<file path="src/sv/assert_macros.svh">
// -----------------------------------------------------------------------------
// assert_macros
// concurrent assertion helpers, compiled out when SYNTH is defined
// -----------------------------------------------------------------------------
`ifndef ASSERT_MACROS_SVH
`define ASSERT_MACROS_SVH

`ifndef SYNTH

// condition must hold whenever the antecedent holds, same edge
`define ASSERT_IMPLIES(lbl, clk, rst, ante, cons) \
   lbl: assert property (@(posedge clk) disable iff (rst) (ante) |-> (cons)) \
      else $error("%m: implication check failed");

// condition must hold on the edge after the antecedent
`define ASSERT_NEXT(lbl, clk, rst, ante, cons) \
   lbl: assert property (@(posedge clk) disable iff (rst) (ante) |=> (cons)) \
      else $error("%m: next-cycle check failed");

// condition must never be seen
`define ASSERT_NEVER(lbl, clk, rst, cond) \
   lbl: assert property (@(posedge clk) disable iff (rst) !(cond)) \
      else $error("%m: forbidden condition seen");

`else

`define ASSERT_IMPLIES(lbl, clk, rst, ante, cons)
`define ASSERT_NEXT(lbl, clk, rst, ante, cons)
`define ASSERT_NEVER(lbl, clk, rst, cond)

`endif

`endif

</file>
<file path="src/sv/mtep_pkg.sv">
// -----------------------------------------------------------------------------
// mtep_pkg
// shared types and constants of the midi track event parser
// -----------------------------------------------------------------------------
package mtep_pkg;

   localparam int unsigned SAMPLE_RATE_HZ_DEF   = 44100;
   localparam int unsigned OSCILLATOR_COUNT_DEF = 4;
   localparam int unsigned QUEUE_DEPTH_DEF      = 4;

   localparam int unsigned MS_PER_TICK_W = 26;
   localparam logic [MS_PER_TICK_W-1:0] MS_PER_TICK_RESET = 26'h001_0000;

   // status bytes and status high nibbles
   localparam logic [7:0] STATUS_SYSEX    = 8'hF0;
   localparam logic [7:0] STATUS_META     = 8'hFF;
   localparam logic [3:0] HI_NOTE_OFF     = 4'h8;
   localparam logic [3:0] HI_NOTE_ON      = 4'h9;
   localparam logic [3:0] HI_PROGRAM      = 4'hC;
   localparam logic [3:0] HI_CHAN_PRESS   = 4'hD;
   localparam logic [3:0] HI_PITCH_BEND   = 4'hE;

   typedef enum logic [1:0] {
      OP_WAIT    = 2'd0,
      OP_KEY_ON  = 2'd1,
      OP_KEY_OFF = 2'd2
   } opcode_type;

   // 2^(s/12) in U1.31, rounded to nearest
   localparam logic [31:0] SEMITONE_Q31 [12] = '{
      32'd2147483648, 32'd2275179671, 32'd2410468894, 32'd2553802834,
      32'd2705659852, 32'd2866546760, 32'd3037000500, 32'd3217589947,
      32'd3408917802, 32'd3611622603, 32'd3826380858, 32'd4053909304
   };

   // one note event handed from the parser to the result sequencer
   typedef struct packed {
      logic        key_on;
      logic [3:0]  channel;
      logic [6:0]  note;
      logic [31:0] time_ms;
   } event_type;

endpackage

</file>
<file path="src/sv/mtep_front.sv">
// -----------------------------------------------------------------------------
// mtep_front
// byte parser: delta time decode, tick scaling, status classification
// -----------------------------------------------------------------------------
module mtep_front (
   input  logic                                clock,
   input  logic                                reset,
   input  logic                                csr_wr_en,
   input  logic [mtep_pkg::MS_PER_TICK_W-1:0]  csr_wr_data,
   input  logic                                byte_valid,
   input  logic [7:0]                          data_byte,
   input  logic                                track_start,
   output logic                                push_valid,
   output mtep_pkg::event_type                 push_event
);

   typedef enum logic [2:0] {
      PH_DELTA,
      PH_STATUS,
      PH_DATA1,
      PH_DATA2,
      PH_LENGTH,
      PH_METATYPE,
      PH_SKIP
   } phase_type;

   phase_type   phase_ff, phase_in, phase_eff;
   logic [31:0] delta_acc_ff, delta_acc_in, acc_eff, acc_shift;
   logic [31:0] skip_ff, skip_in, skip_eff, skip_shift, skip_dec;
   logic [7:0]  status_ff, status_in;
   logic [7:0]  first_ff, first_in;
   logic [mtep_pkg::MS_PER_TICK_W-1:0] ms_per_tick_ff;
   logic        mul_go;
   logic        mul_valid_ff;
   logic [31:0] mul_a_ff;
   logic [57:0] product;
   logic        prod_valid_ff;
   logic [31:0] prod_ff;
   logic [31:0] track_time_ff;
   logic        kill;
   logic [3:0]  byte_hi, status_hi;

   assign byte_hi   = data_byte[7:4];
   assign status_hi = status_ff[7:4];
   assign kill      = byte_valid && track_start;
   assign product   = 58'(mul_a_ff) * 58'(ms_per_tick_ff);

   always_comb begin
      phase_eff    = track_start ? PH_DELTA : phase_ff;
      acc_eff      = track_start ? 32'd0 : delta_acc_ff;
      skip_eff     = track_start ? 32'd0 : skip_ff;
      acc_shift    = {acc_eff[24:0], data_byte[6:0]};
      skip_shift   = {skip_eff[24:0], data_byte[6:0]};
      skip_dec     = skip_ff - 32'd1;
      phase_in     = phase_ff;
      delta_acc_in = delta_acc_ff;
      skip_in      = skip_ff;
      status_in    = status_ff;
      first_in     = first_ff;
      mul_go       = 1'b0;
      push_valid   = 1'b0;
      if (byte_valid) begin
         if (track_start) begin
            phase_in     = PH_DELTA;
            delta_acc_in = 32'd0;
            skip_in      = 32'd0;
         end
         unique case (phase_eff)
            PH_DELTA: begin
               if (!data_byte[7]) begin
                  mul_go       = 1'b1;
                  delta_acc_in = 32'd0;
                  phase_in     = PH_STATUS;
               end else begin
                  delta_acc_in = acc_shift;
                  phase_in     = PH_DELTA;
               end
            end
            PH_STATUS: begin
               status_in = data_byte;
               priority if (data_byte == mtep_pkg::STATUS_SYSEX) begin
                  skip_in  = 32'd0;
                  phase_in = PH_LENGTH;
               end else if (data_byte == mtep_pkg::STATUS_META) begin
                  phase_in = PH_METATYPE;
               end else if (byte_hi >= mtep_pkg::HI_NOTE_OFF &&
                            byte_hi <= mtep_pkg::HI_PITCH_BEND) begin
                  phase_in = PH_DATA1;
               end else begin
                  phase_in = PH_DELTA;
               end
            end
            PH_DATA1: begin
               first_in = data_byte;
               if (status_hi == mtep_pkg::HI_PROGRAM ||
                   status_hi == mtep_pkg::HI_CHAN_PRESS) begin
                  phase_in = PH_DELTA;
               end else begin
                  phase_in = PH_DATA2;
               end
            end
            PH_DATA2: begin
               phase_in   = PH_DELTA;
               push_valid = (status_hi == mtep_pkg::HI_NOTE_OFF) ||
                            (status_hi == mtep_pkg::HI_NOTE_ON);
            end
            PH_METATYPE: begin
               skip_in  = 32'd0;
               phase_in = PH_LENGTH;
            end
            PH_LENGTH: begin
               skip_in = skip_shift;
               if (!data_byte[7]) begin
                  phase_in = (skip_shift == 32'd0) ? PH_DELTA : PH_SKIP;
               end
            end
            PH_SKIP: begin
               skip_in = skip_dec;
               if (skip_dec == 32'd0) begin
                  phase_in = PH_DELTA;
               end
            end
            default: begin
               phase_in = PH_DELTA;
            end
         endcase
      end
   end

   always_comb begin
      push_event.key_on  = (status_hi == mtep_pkg::HI_NOTE_ON);
      push_event.channel = status_ff[3:0];
      push_event.note    = first_ff[6:0];
      push_event.time_ms = track_time_ff;
   end

   always_ff @(posedge clock) begin
      if (reset) begin
         phase_ff       <= PH_DELTA;
         delta_acc_ff   <= '0;
         skip_ff        <= '0;
         status_ff      <= '0;
         first_ff       <= '0;
         ms_per_tick_ff <= mtep_pkg::MS_PER_TICK_RESET;
         mul_valid_ff   <= 1'b0;
         prod_valid_ff  <= 1'b0;
         track_time_ff  <= '0;
      end else begin
         phase_ff      <= phase_in;
         delta_acc_ff  <= delta_acc_in;
         skip_ff       <= skip_in;
         status_ff     <= status_in;
         first_ff      <= first_in;
         if (csr_wr_en) begin
            ms_per_tick_ff <= csr_wr_data;
         end
         // a new track drops any tick scaling still in flight
         mul_valid_ff  <= mul_go;
         prod_valid_ff <= mul_valid_ff && !kill;
         if (kill) begin
            track_time_ff <= '0;
         end else if (prod_valid_ff) begin
            track_time_ff <= track_time_ff + prod_ff;
         end
      end
   end

   always_ff @(posedge clock) begin
      if (mul_go) begin
         mul_a_ff <= acc_shift;
      end
      prod_ff <= product[47:16];
   end

endmodule

</file>
<file path="src/sv/mtep_queue.sv">
// -----------------------------------------------------------------------------
// mtep_queue
// small event queue between the byte parser and the result sequencer
// -----------------------------------------------------------------------------
module mtep_queue #(
   parameter int unsigned DEPTH = mtep_pkg::QUEUE_DEPTH_DEF
) (
   input  logic                clock,
   input  logic                reset,
   input  logic                push,
   input  mtep_pkg::event_type push_data,
   input  logic                pop,
   output logic                full,
   output logic                not_empty,
   output mtep_pkg::event_type head
);

   localparam int unsigned AW = (DEPTH > 1) ? $clog2(DEPTH) : 1;
   localparam int unsigned CW = $clog2(DEPTH + 1);

   mtep_pkg::event_type mem_ff [DEPTH];
   logic [AW-1:0] wr_ptr_ff, rd_ptr_ff;
   logic [CW-1:0] count_ff;
   logic          do_push, do_pop;

   assign full      = (count_ff == CW'(DEPTH));
   assign not_empty = (count_ff != '0);
   assign do_push   = push && !full;
   assign do_pop    = pop && not_empty;
   assign head      = mem_ff[rd_ptr_ff];

   always_ff @(posedge clock) begin
      if (reset) begin
         wr_ptr_ff <= '0;
         rd_ptr_ff <= '0;
         count_ff  <= '0;
      end else begin
         if (do_push) begin
            wr_ptr_ff <= (wr_ptr_ff == AW'(DEPTH - 1)) ? '0 : wr_ptr_ff + AW'(1);
         end
         if (do_pop) begin
            rd_ptr_ff <= (rd_ptr_ff == AW'(DEPTH - 1)) ? '0 : rd_ptr_ff + AW'(1);
         end
         if (do_push && !do_pop) begin
            count_ff <= count_ff + CW'(1);
         end else if (do_pop && !do_push) begin
            count_ff <= count_ff - CW'(1);
         end
      end
   end

   always_ff @(posedge clock) begin
      if (do_push) begin
         mem_ff[wr_ptr_ff] <= push_data;
      end
   end

endmodule

</file>
<file path="src/sv/mtep_back.sv">
// -----------------------------------------------------------------------------
// mtep_back
// result sequencer: wait result when time moved, then key on or key off
// -----------------------------------------------------------------------------
module mtep_back #(
   parameter int unsigned SAMPLE_RATE_HZ   = mtep_pkg::SAMPLE_RATE_HZ_DEF,
   parameter int unsigned OSCILLATOR_COUNT = mtep_pkg::OSCILLATOR_COUNT_DEF
) (
   input  logic                 clock,
   input  logic                 reset,
   input  logic                 ev_valid,
   input  mtep_pkg::event_type  ev,
   output logic                 ev_pop,
   output logic                 rsp_valid,
   input  logic                 rsp_ready,
   output logic [3:0]           rsp_channel,
   output mtep_pkg::opcode_type rsp_opcode,
   output logic [31:0]          rsp_operand,
   output logic                 rsp_channel_error,
   output logic                 rsp_last
);

   localparam logic [63:0] DEN = 64'(SAMPLE_RATE_HZ) * 64'd512;

   logic [31:0] phase_rom [128];

   // phase increment per note, built at elaboration from the sample rate
   for (genvar n = 0; n < 128; n++) begin : g_rom
      localparam int unsigned M    = n + 3;
      localparam int unsigned OCT  = M / 12;
      localparam int unsigned SEMI = M % 12;
      localparam logic [63:0] NUM  =
         (64'd55 * 64'(mtep_pkg::SEMITONE_Q31[SEMI])) << OCT;
      localparam logic [63:0] PH   = (NUM + DEN / 2) / DEN;
      assign phase_rom[n] = PH[31:0];
   end

   logic                 cur_valid_ff;
   mtep_pkg::event_type  cur_ff;
   logic [31:0]          last_time_ff;
   logic                 can_load, need_wait, emit, key_done, chan_err;
   logic                 rsp_valid_ff;
   logic [3:0]           rsp_channel_ff;
   mtep_pkg::opcode_type rsp_opcode_ff;
   logic [31:0]          rsp_operand_ff;
   logic                 rsp_channel_error_ff;
   logic                 rsp_last_ff;

   assign rsp_valid         = rsp_valid_ff;
   assign rsp_channel       = rsp_channel_ff;
   assign rsp_opcode        = rsp_opcode_ff;
   assign rsp_operand       = rsp_operand_ff;
   assign rsp_channel_error = rsp_channel_error_ff;
   assign rsp_last          = rsp_last_ff;

   assign can_load  = !rsp_valid_ff || rsp_ready;
   assign need_wait = (cur_ff.time_ms != last_time_ff);
   assign emit      = cur_valid_ff && can_load;
   assign key_done  = emit && !need_wait;
   assign ev_pop    = ev_valid && (!cur_valid_ff || key_done);
   assign chan_err  = ({1'b0, cur_ff.channel} >= 5'(OSCILLATOR_COUNT));

   always_ff @(posedge clock) begin
      if (reset) begin
         cur_valid_ff <= 1'b0;
         last_time_ff <= '0;
         rsp_valid_ff <= 1'b0;
      end else begin
         if (ev_pop) begin
            cur_valid_ff <= 1'b1;
         end else if (key_done) begin
            cur_valid_ff <= 1'b0;
         end
         if (emit && need_wait) begin
            last_time_ff <= cur_ff.time_ms;
         end
         if (emit) begin
            rsp_valid_ff <= 1'b1;
         end else if (rsp_ready) begin
            rsp_valid_ff <= 1'b0;
         end
      end
   end

   always_ff @(posedge clock) begin
      if (ev_pop) begin
         cur_ff <= ev;
      end
      if (emit) begin
         rsp_channel_ff       <= cur_ff.channel;
         rsp_channel_error_ff <= chan_err;
         if (need_wait) begin
            rsp_opcode_ff  <= mtep_pkg::OP_WAIT;
            rsp_operand_ff <= cur_ff.time_ms - last_time_ff;
            rsp_last_ff    <= 1'b0;
         end else if (cur_ff.key_on) begin
            rsp_opcode_ff  <= mtep_pkg::OP_KEY_ON;
            rsp_operand_ff <= phase_rom[cur_ff.note];
            rsp_last_ff    <= 1'b1;
         end else begin
            rsp_opcode_ff  <= mtep_pkg::OP_KEY_OFF;
            rsp_operand_ff <= '0;
            rsp_last_ff    <= 1'b1;
         end
      end
   end

endmodule

</file>
<file path="src/sv/midi_track_event_parser_top.sv">
// -----------------------------------------------------------------------------
// midi_track_event_parser_top
// Takes one track-chunk byte per cycle. Each byte is parsed combinationally, so
// req_tready stays high as long as the event queue (QUEUE_DEPTH entries) has
// room; it falls only when results back up on the rsp side. Delta times are
// scaled through a two-stage multiply and add that finishes before the
// earliest following note can use the track time. A note on or note off event
// gives one or two results, one per cycle unless rsp stalls, from the sequencer
// behind the queue, so a note event (at least three bytes) never limits the
// byte rate. The phase increment table is built at elaboration from SAMPLE_RATE_HZ.
// -----------------------------------------------------------------------------
`include "assert_macros.svh"

module midi_track_event_parser_top #(
   parameter int unsigned SAMPLE_RATE_HZ   = mtep_pkg::SAMPLE_RATE_HZ_DEF,
   parameter int unsigned OSCILLATOR_COUNT = mtep_pkg::OSCILLATOR_COUNT_DEF,
   parameter int unsigned QUEUE_DEPTH      = mtep_pkg::QUEUE_DEPTH_DEF
) (
   input  logic                               clock,
   input  logic                               reset,
   input  logic                               csr_wr_en,
   input  logic [mtep_pkg::MS_PER_TICK_W-1:0] csr_wr_data,   // ms_per_tick
   input  logic                               req_tvalid,
   output logic                               req_tready,
   input  logic [7:0]                         req_tdata,     // data_byte
   input  logic                               req_tuser,     // track_start
   output logic                               rsp_tvalid,
   input  logic                               rsp_tready,
   output logic [39:0]                        rsp_tdata,     // channel, operand, zero pad
   output logic [2:0]                         rsp_tuser,     // opcode, channel_error
   output logic                               rsp_tlast
);

   logic                 byte_valid;
   logic                 q_push, q_pop, q_full, q_not_empty;
   mtep_pkg::event_type  q_in, q_head;
   logic [3:0]           out_channel;
   mtep_pkg::opcode_type out_opcode;
   logic [31:0]          out_operand;
   logic                 out_channel_error;
   logic                 is_wait, wait_taken;

   assign req_tready = !q_full;
   assign byte_valid = req_tvalid && req_tready;

   mtep_front u_front (
      .clock       (clock),
      .reset       (reset),
      .csr_wr_en   (csr_wr_en),
      .csr_wr_data (csr_wr_data),
      .byte_valid  (byte_valid),
      .data_byte   (req_tdata),
      .track_start (req_tuser),
      .push_valid  (q_push),
      .push_event  (q_in)
   );

   mtep_queue #(
      .DEPTH (QUEUE_DEPTH)
   ) u_queue (
      .clock     (clock),
      .reset     (reset),
      .push      (q_push),
      .push_data (q_in),
      .pop       (q_pop),
      .full      (q_full),
      .not_empty (q_not_empty),
      .head      (q_head)
   );

   mtep_back #(
      .SAMPLE_RATE_HZ   (SAMPLE_RATE_HZ),
      .OSCILLATOR_COUNT (OSCILLATOR_COUNT)
   ) u_back (
      .clock             (clock),
      .reset             (reset),
      .ev_valid          (q_not_empty),
      .ev                (q_head),
      .ev_pop            (q_pop),
      .rsp_valid         (rsp_tvalid),
      .rsp_ready         (rsp_tready),
      .rsp_channel       (out_channel),
      .rsp_opcode        (out_opcode),
      .rsp_operand       (out_operand),
      .rsp_channel_error (out_channel_error),
      .rsp_last          (rsp_tlast)
   );

   assign rsp_tdata = {4'd0, out_operand, out_channel};
   assign rsp_tuser = {out_channel_error, out_opcode};

   assign is_wait    = (out_opcode == mtep_pkg::OP_WAIT);
   assign wait_taken = rsp_tvalid && rsp_tready && is_wait;

   // a wait result is never the final one of its event
   `ASSERT_IMPLIES(a_wait_not_last, clock, reset, rsp_tvalid && is_wait, !rsp_tlast)

   // a taken wait beat is directly followed by its key beat
   `ASSERT_NEXT(a_wait_then_key, clock, reset, wait_taken, rsp_tvalid && !is_wait)

   // the parser never pushes into a full queue
   `ASSERT_NEVER(a_no_queue_overflow, clock, reset, q_push && q_full)

endmodule

</file>
<file path="config.mk">
export PLATFORM = sky130hd
export DESIGN_NAME = midi_track_event_parser_top
export DESIGN_NICKNAME = d
export VERILOG_FILES = /design/src/sv/mtep_pkg.sv /design/src/sv/mtep_front.sv /design/src/sv/mtep_queue.sv /design/src/sv/mtep_back.sv /design/src/sv/midi_track_event_parser_top.sv
export VERILOG_INCLUDE_DIRS = /design/src /design/src/sv
export SDC_FILE = /design/constraint.sdc
export NUM_CORES = 2
export LEC_CHECK = 0
export ABC_CLOCK_PERIOD_IN_PS = 17830
export BUFFER_PORTS_ARGS = -buffer_cell sky130_fd_sc_hd__buf_4
export CORE_UTILIZATION = 45
export DETAILED_ROUTE_END_ITERATION = 10
export PLACE_DENSITY = 0.63
export SYNTH_ARGS = -nofsm -noshare
export SYNTH_HDL_FRONTEND = slang
export SYNTH_SLANG_ARGS = --single-unit
</file>
<file path="constraint.sdc">
create_clock -name clock -period 17.83 [get_ports clock]
set_clock_uncertainty 0.1 [all_clocks]
set_input_delay 0.8915 -clock clock [delete_from_list [all_inputs] [get_ports clock]]
set_output_delay 0.8915 -clock clock [all_outputs]
set_load 0.02 [all_outputs]
</file>
==> reports/summary.txt <==
Result of the run -> finished, violations left
Failing checks -> DRC
Leakage -> 22.6 nW
CP required -> 18.26 ns
Clock sink count -> 500
Later-pin clock latency in the skew report -> 0.63 ns
Post-Route WL -> 127000 um
Met1 GRT Util -> 32.2%
Die Width -> 329 um
Met2 GRT Util -> 40.0%
Sequential fraction of the synthesis area -> 26.8%
GR Overflow Total -> 0
Die H -> 329 um
Final period util -> 42.9%
Netlist cell types -> 93
Crit path DAT -> 8.08 ns
Final #Nets -> 5850
Die area -> 0.108 sq mm
Global-route wire length before repair -> 202000 um
PnR Total Power -> 8.75 mW
Logic pwr share -> 67.4%
Post-route antenna net violation count -> 0
Count of state elements after synthesis -> 500
Dominant synthesized flop cell -> edfxtp_1
Yosys top cell by area -> fa_1
Total GRT Usage -> 23.9%
Max-Cap Viols -> 0
Final Setup Violations -> 0
Setup Total Neg Slack -> 0 ns
Row Count -> 119
Core ar. -> 0.106 sq mm
Int Pwr -> 4.59 mW
Peak VDD IR -> 0.151 mV
Top Ports -> 86
TritonCTS Buffers -> 54
Min Tclk post-route -> 7.65 ns
Switching Share -> 47.6%
Clk slew on worst S/H paths -> 0.06 ns
Clk root buf -> clkbuf_16
TritonCTS clock tree -> built
Fraction of layout cells with a size suffix above 1 -> 7.34%
WL/cell -> 20.0 um
Hold_buf cts -> 0
Core Util, Final -> 49.2%
Drc violations -> 5
DP Cell Count -> 6248
Switching pwr -> 4.16 mW
Antenna cells -> 0
Worst slack, placed -> 10.19 ns
First-pass DRT Iterations -> 10
Number of global-route vias before repair -> 35.4k
Pwr Density -> 168 mW/mm^2
Post-synth design cell area -> 0.0482 sq mm
Setup bufs post-CTS -> 0
CTS H-tree lvls -> 2
Non-Filler Instances -> 6350
Ys Warns -> 0
Setup slack, reg-to-reg -> 10.18 ns
Top Usage Layer GRT -> met2
Final Hold Fails -> 0
Number of enable flip-flop cells after synthesis -> 292
Final hold slack -> 0.319 ns
Sequential power share -> 19.0%
Clock network power share -> 13.6%
Drt via density -> 5.43
Post-Synthesis Cells -> 4974
CTS resizes -> 0
Worst hold path type -> flop to flop
RD Place Congestion -> 0.939
Slew Limit Fails -> 0
Initial antenna violation count -> 2
HPWL after DPL -> 95200 um
Area growth syn-to-layout -> 7.97%
Syn_area_per_cell -> 9.69 sq um
Met3 Track Usage GR -> 3.34%
Worst setup SP type -> flop
Largest net degree at the start of global routing -> 91
Post-route setup slack -> 10.18 ns
Fmax -> 0.131 GHz
Design Area, Final -> 0.0521 sq mm
Crit end category -> flop
Area of placed instances -> 0.0501 sq mm
Vias -> 34.5k
PortBufs -> 81
Asr flop ratio synth -> 0%
Worst slew margin -> 15.7%
Worst-Margin Slew -> 1.26 ns
Yosys top cell area share -> 28.1%
Clock Path Buffers -> 3
Fillers -> 9786
Detailed router's first-iteration violation count -> 2441
Synth top area cells -> fa_1 (28%), edfxtp_1 (18%), dfxtp_1 (8.6%)
WS Path Type -> flop to flop
Unrepaired setup endpoints after global routing -> no
Maximum fanout along the worst path -> 18
Initial core utilization -> 45.6%
## registers in the layout (all words and copies together) (netlist names), 32 cells and up
register / flops
u_front.skip_ff: 32
u_front.prod_ff: 32
u_front.mul_a_ff: 32
u_back.cur_ff: 44
u_back.rsp_operand: 32
u_back.last_time_ff: 32
u_queue.mem_ff: 176
u_front.track_time_ff: 32
## layer usage
layer,wire length [um],vias up
li1,-,15900
met1,54400,17400
met2,61000,1006
met3,7470,212
met4,3970,2
met5,8,-
## area by class of cell
| cell class | instances | area [sq um] | area share (%) |
|---|---|---|---|
| multi-input combinational | 3419 | 31300 | 60.2 |
| sequential | 500 | 12900 | 24.8 |
| inverter | 769 | 2890 | 5.55 |
| tap | 1391 | 1740 | 3.34 |
| clock buffer | 76 | 1530 | 2.93 |
| timing repair buffer | 169 | 1270 | 2.44 |
| clock inverter | 26 | 387 | 0.743 |
## cell families (layout without fill, tap and decap cells)
group | Yosys count | count (layout) | synth area share, %
xor+xnor | 110 | 110 | 2.00
buf+inv | 1058 | 1040 | 8.31
compound gates | 711 | 711 | 9.46
mux | 118 | 118 | 3.81
simple gates | 1579 | 1579 | 15.8
fa+ha+maj | 897 | 897 | 33.8
flops | 500 | 500 | 26.8
other cells | 1 | 4 | 0.00778
## critical path, stage by stage (launching register included)
cell and delay (ns):
dfxtp_1 0.76, buf_4 0.36, nand2_1 0.11, fa_1 0.54, inv_1 0.05, fa_1 0.47, inv_1 0.06, fa_1 0.46
fa_1 0.55, inv_1 0.06, fa_1 0.49, fa_1 0.49, inv_1 0.05, fa_1 0.48, inv_1 0.05, ha_1 0.36
a21o_1 0.19, a21o_1 0.17, a21oi_1 0.23, o21ai_0 0.18, a221o_1 0.34, a31oi_2 0.28, o22ai_1 0.21, or2_1 0.28
o311ai_1 0.22
## cell usage after synthesis, drive strengths merged, types with 18 or more instances
cell type	n
or3	22
ha	220
clkbuf	257
xor2	34
nor2b	46
a211oi	43
buf	32
and2	399
nand2b	18
mux4	52
fa	677
dfxtp	208
nor3	48
nand4	24
xnor2	76
nand3	43
a21o	61
o21a	18
o211ai	18
edfxtp	292
inv	767
a22oi	39
mux2i	60
a21oi	227
o21ai	152
nor2	273
nand2	642
## cell usage in the layout, fill, tap and decap left out, types with 8 or more instances in the layout
cell type,count
a211oi_1,42
a21o_1,61
a21oi_1,227
a221o_1,11
a221oi_1,14
a22oi_1,39
a31oi_1,14
and2_1,395
and3_1,16
buf_4,169
clkbuf_1,15
clkbuf_16,56
dfxtp_1,206
edfxtp_1,292
fa_1,677
ha_1,220
inv_1,766
mux2i_1,60
mux4_2,52
nand2_1,642
nand2b_1,18
nand3_1,42
nand3b_1,8
nand4_1,24
nor2_1,270
nor2b_1,46
nor3_1,44
o211ai_1,18
o21a_1,18
o21ai_0,136
o21ai_1,14
o21bai_1,10
o22ai_1,17
or2_2,10
or3_1,21
xnor2_1,76
xor2_1,34
## final timing paths
kind	from	endpoint	cells past startpoint
setup / recovery	u_front.ms_per_tick_ff[5]$_SDFFE_PP0P_	u_front.prod_ff[30]$_DFF_P_	24
hold / removal	u_back.cur_ff[40]$_DFFE_PP_	u_back.rsp_channel[1]$_DFFE_PP_	0
setup reg to reg	u_front.ms_per_tick_ff[5]$_SDFFE_PP0P_	u_front.prod_ff[30]$_DFF_P_	24
hold reg to reg	u_back.cur_ff[40]$_DFFE_PP_	u_back.rsp_channel[1]$_DFFE_PP_	0
## power by group through the flow
stage               Clock, mW  Combinational (mW)  Sequential (mW)
floorplan                   0                4.16             1.69
global placement            0                5.80             1.68
detailed placement          0                5.86             1.69
CTS                      1.22                5.89             1.66
global route             1.27                6.60             1.68
finish                   1.19                5.89             1.66
Power figures use the tool's default switching activity.
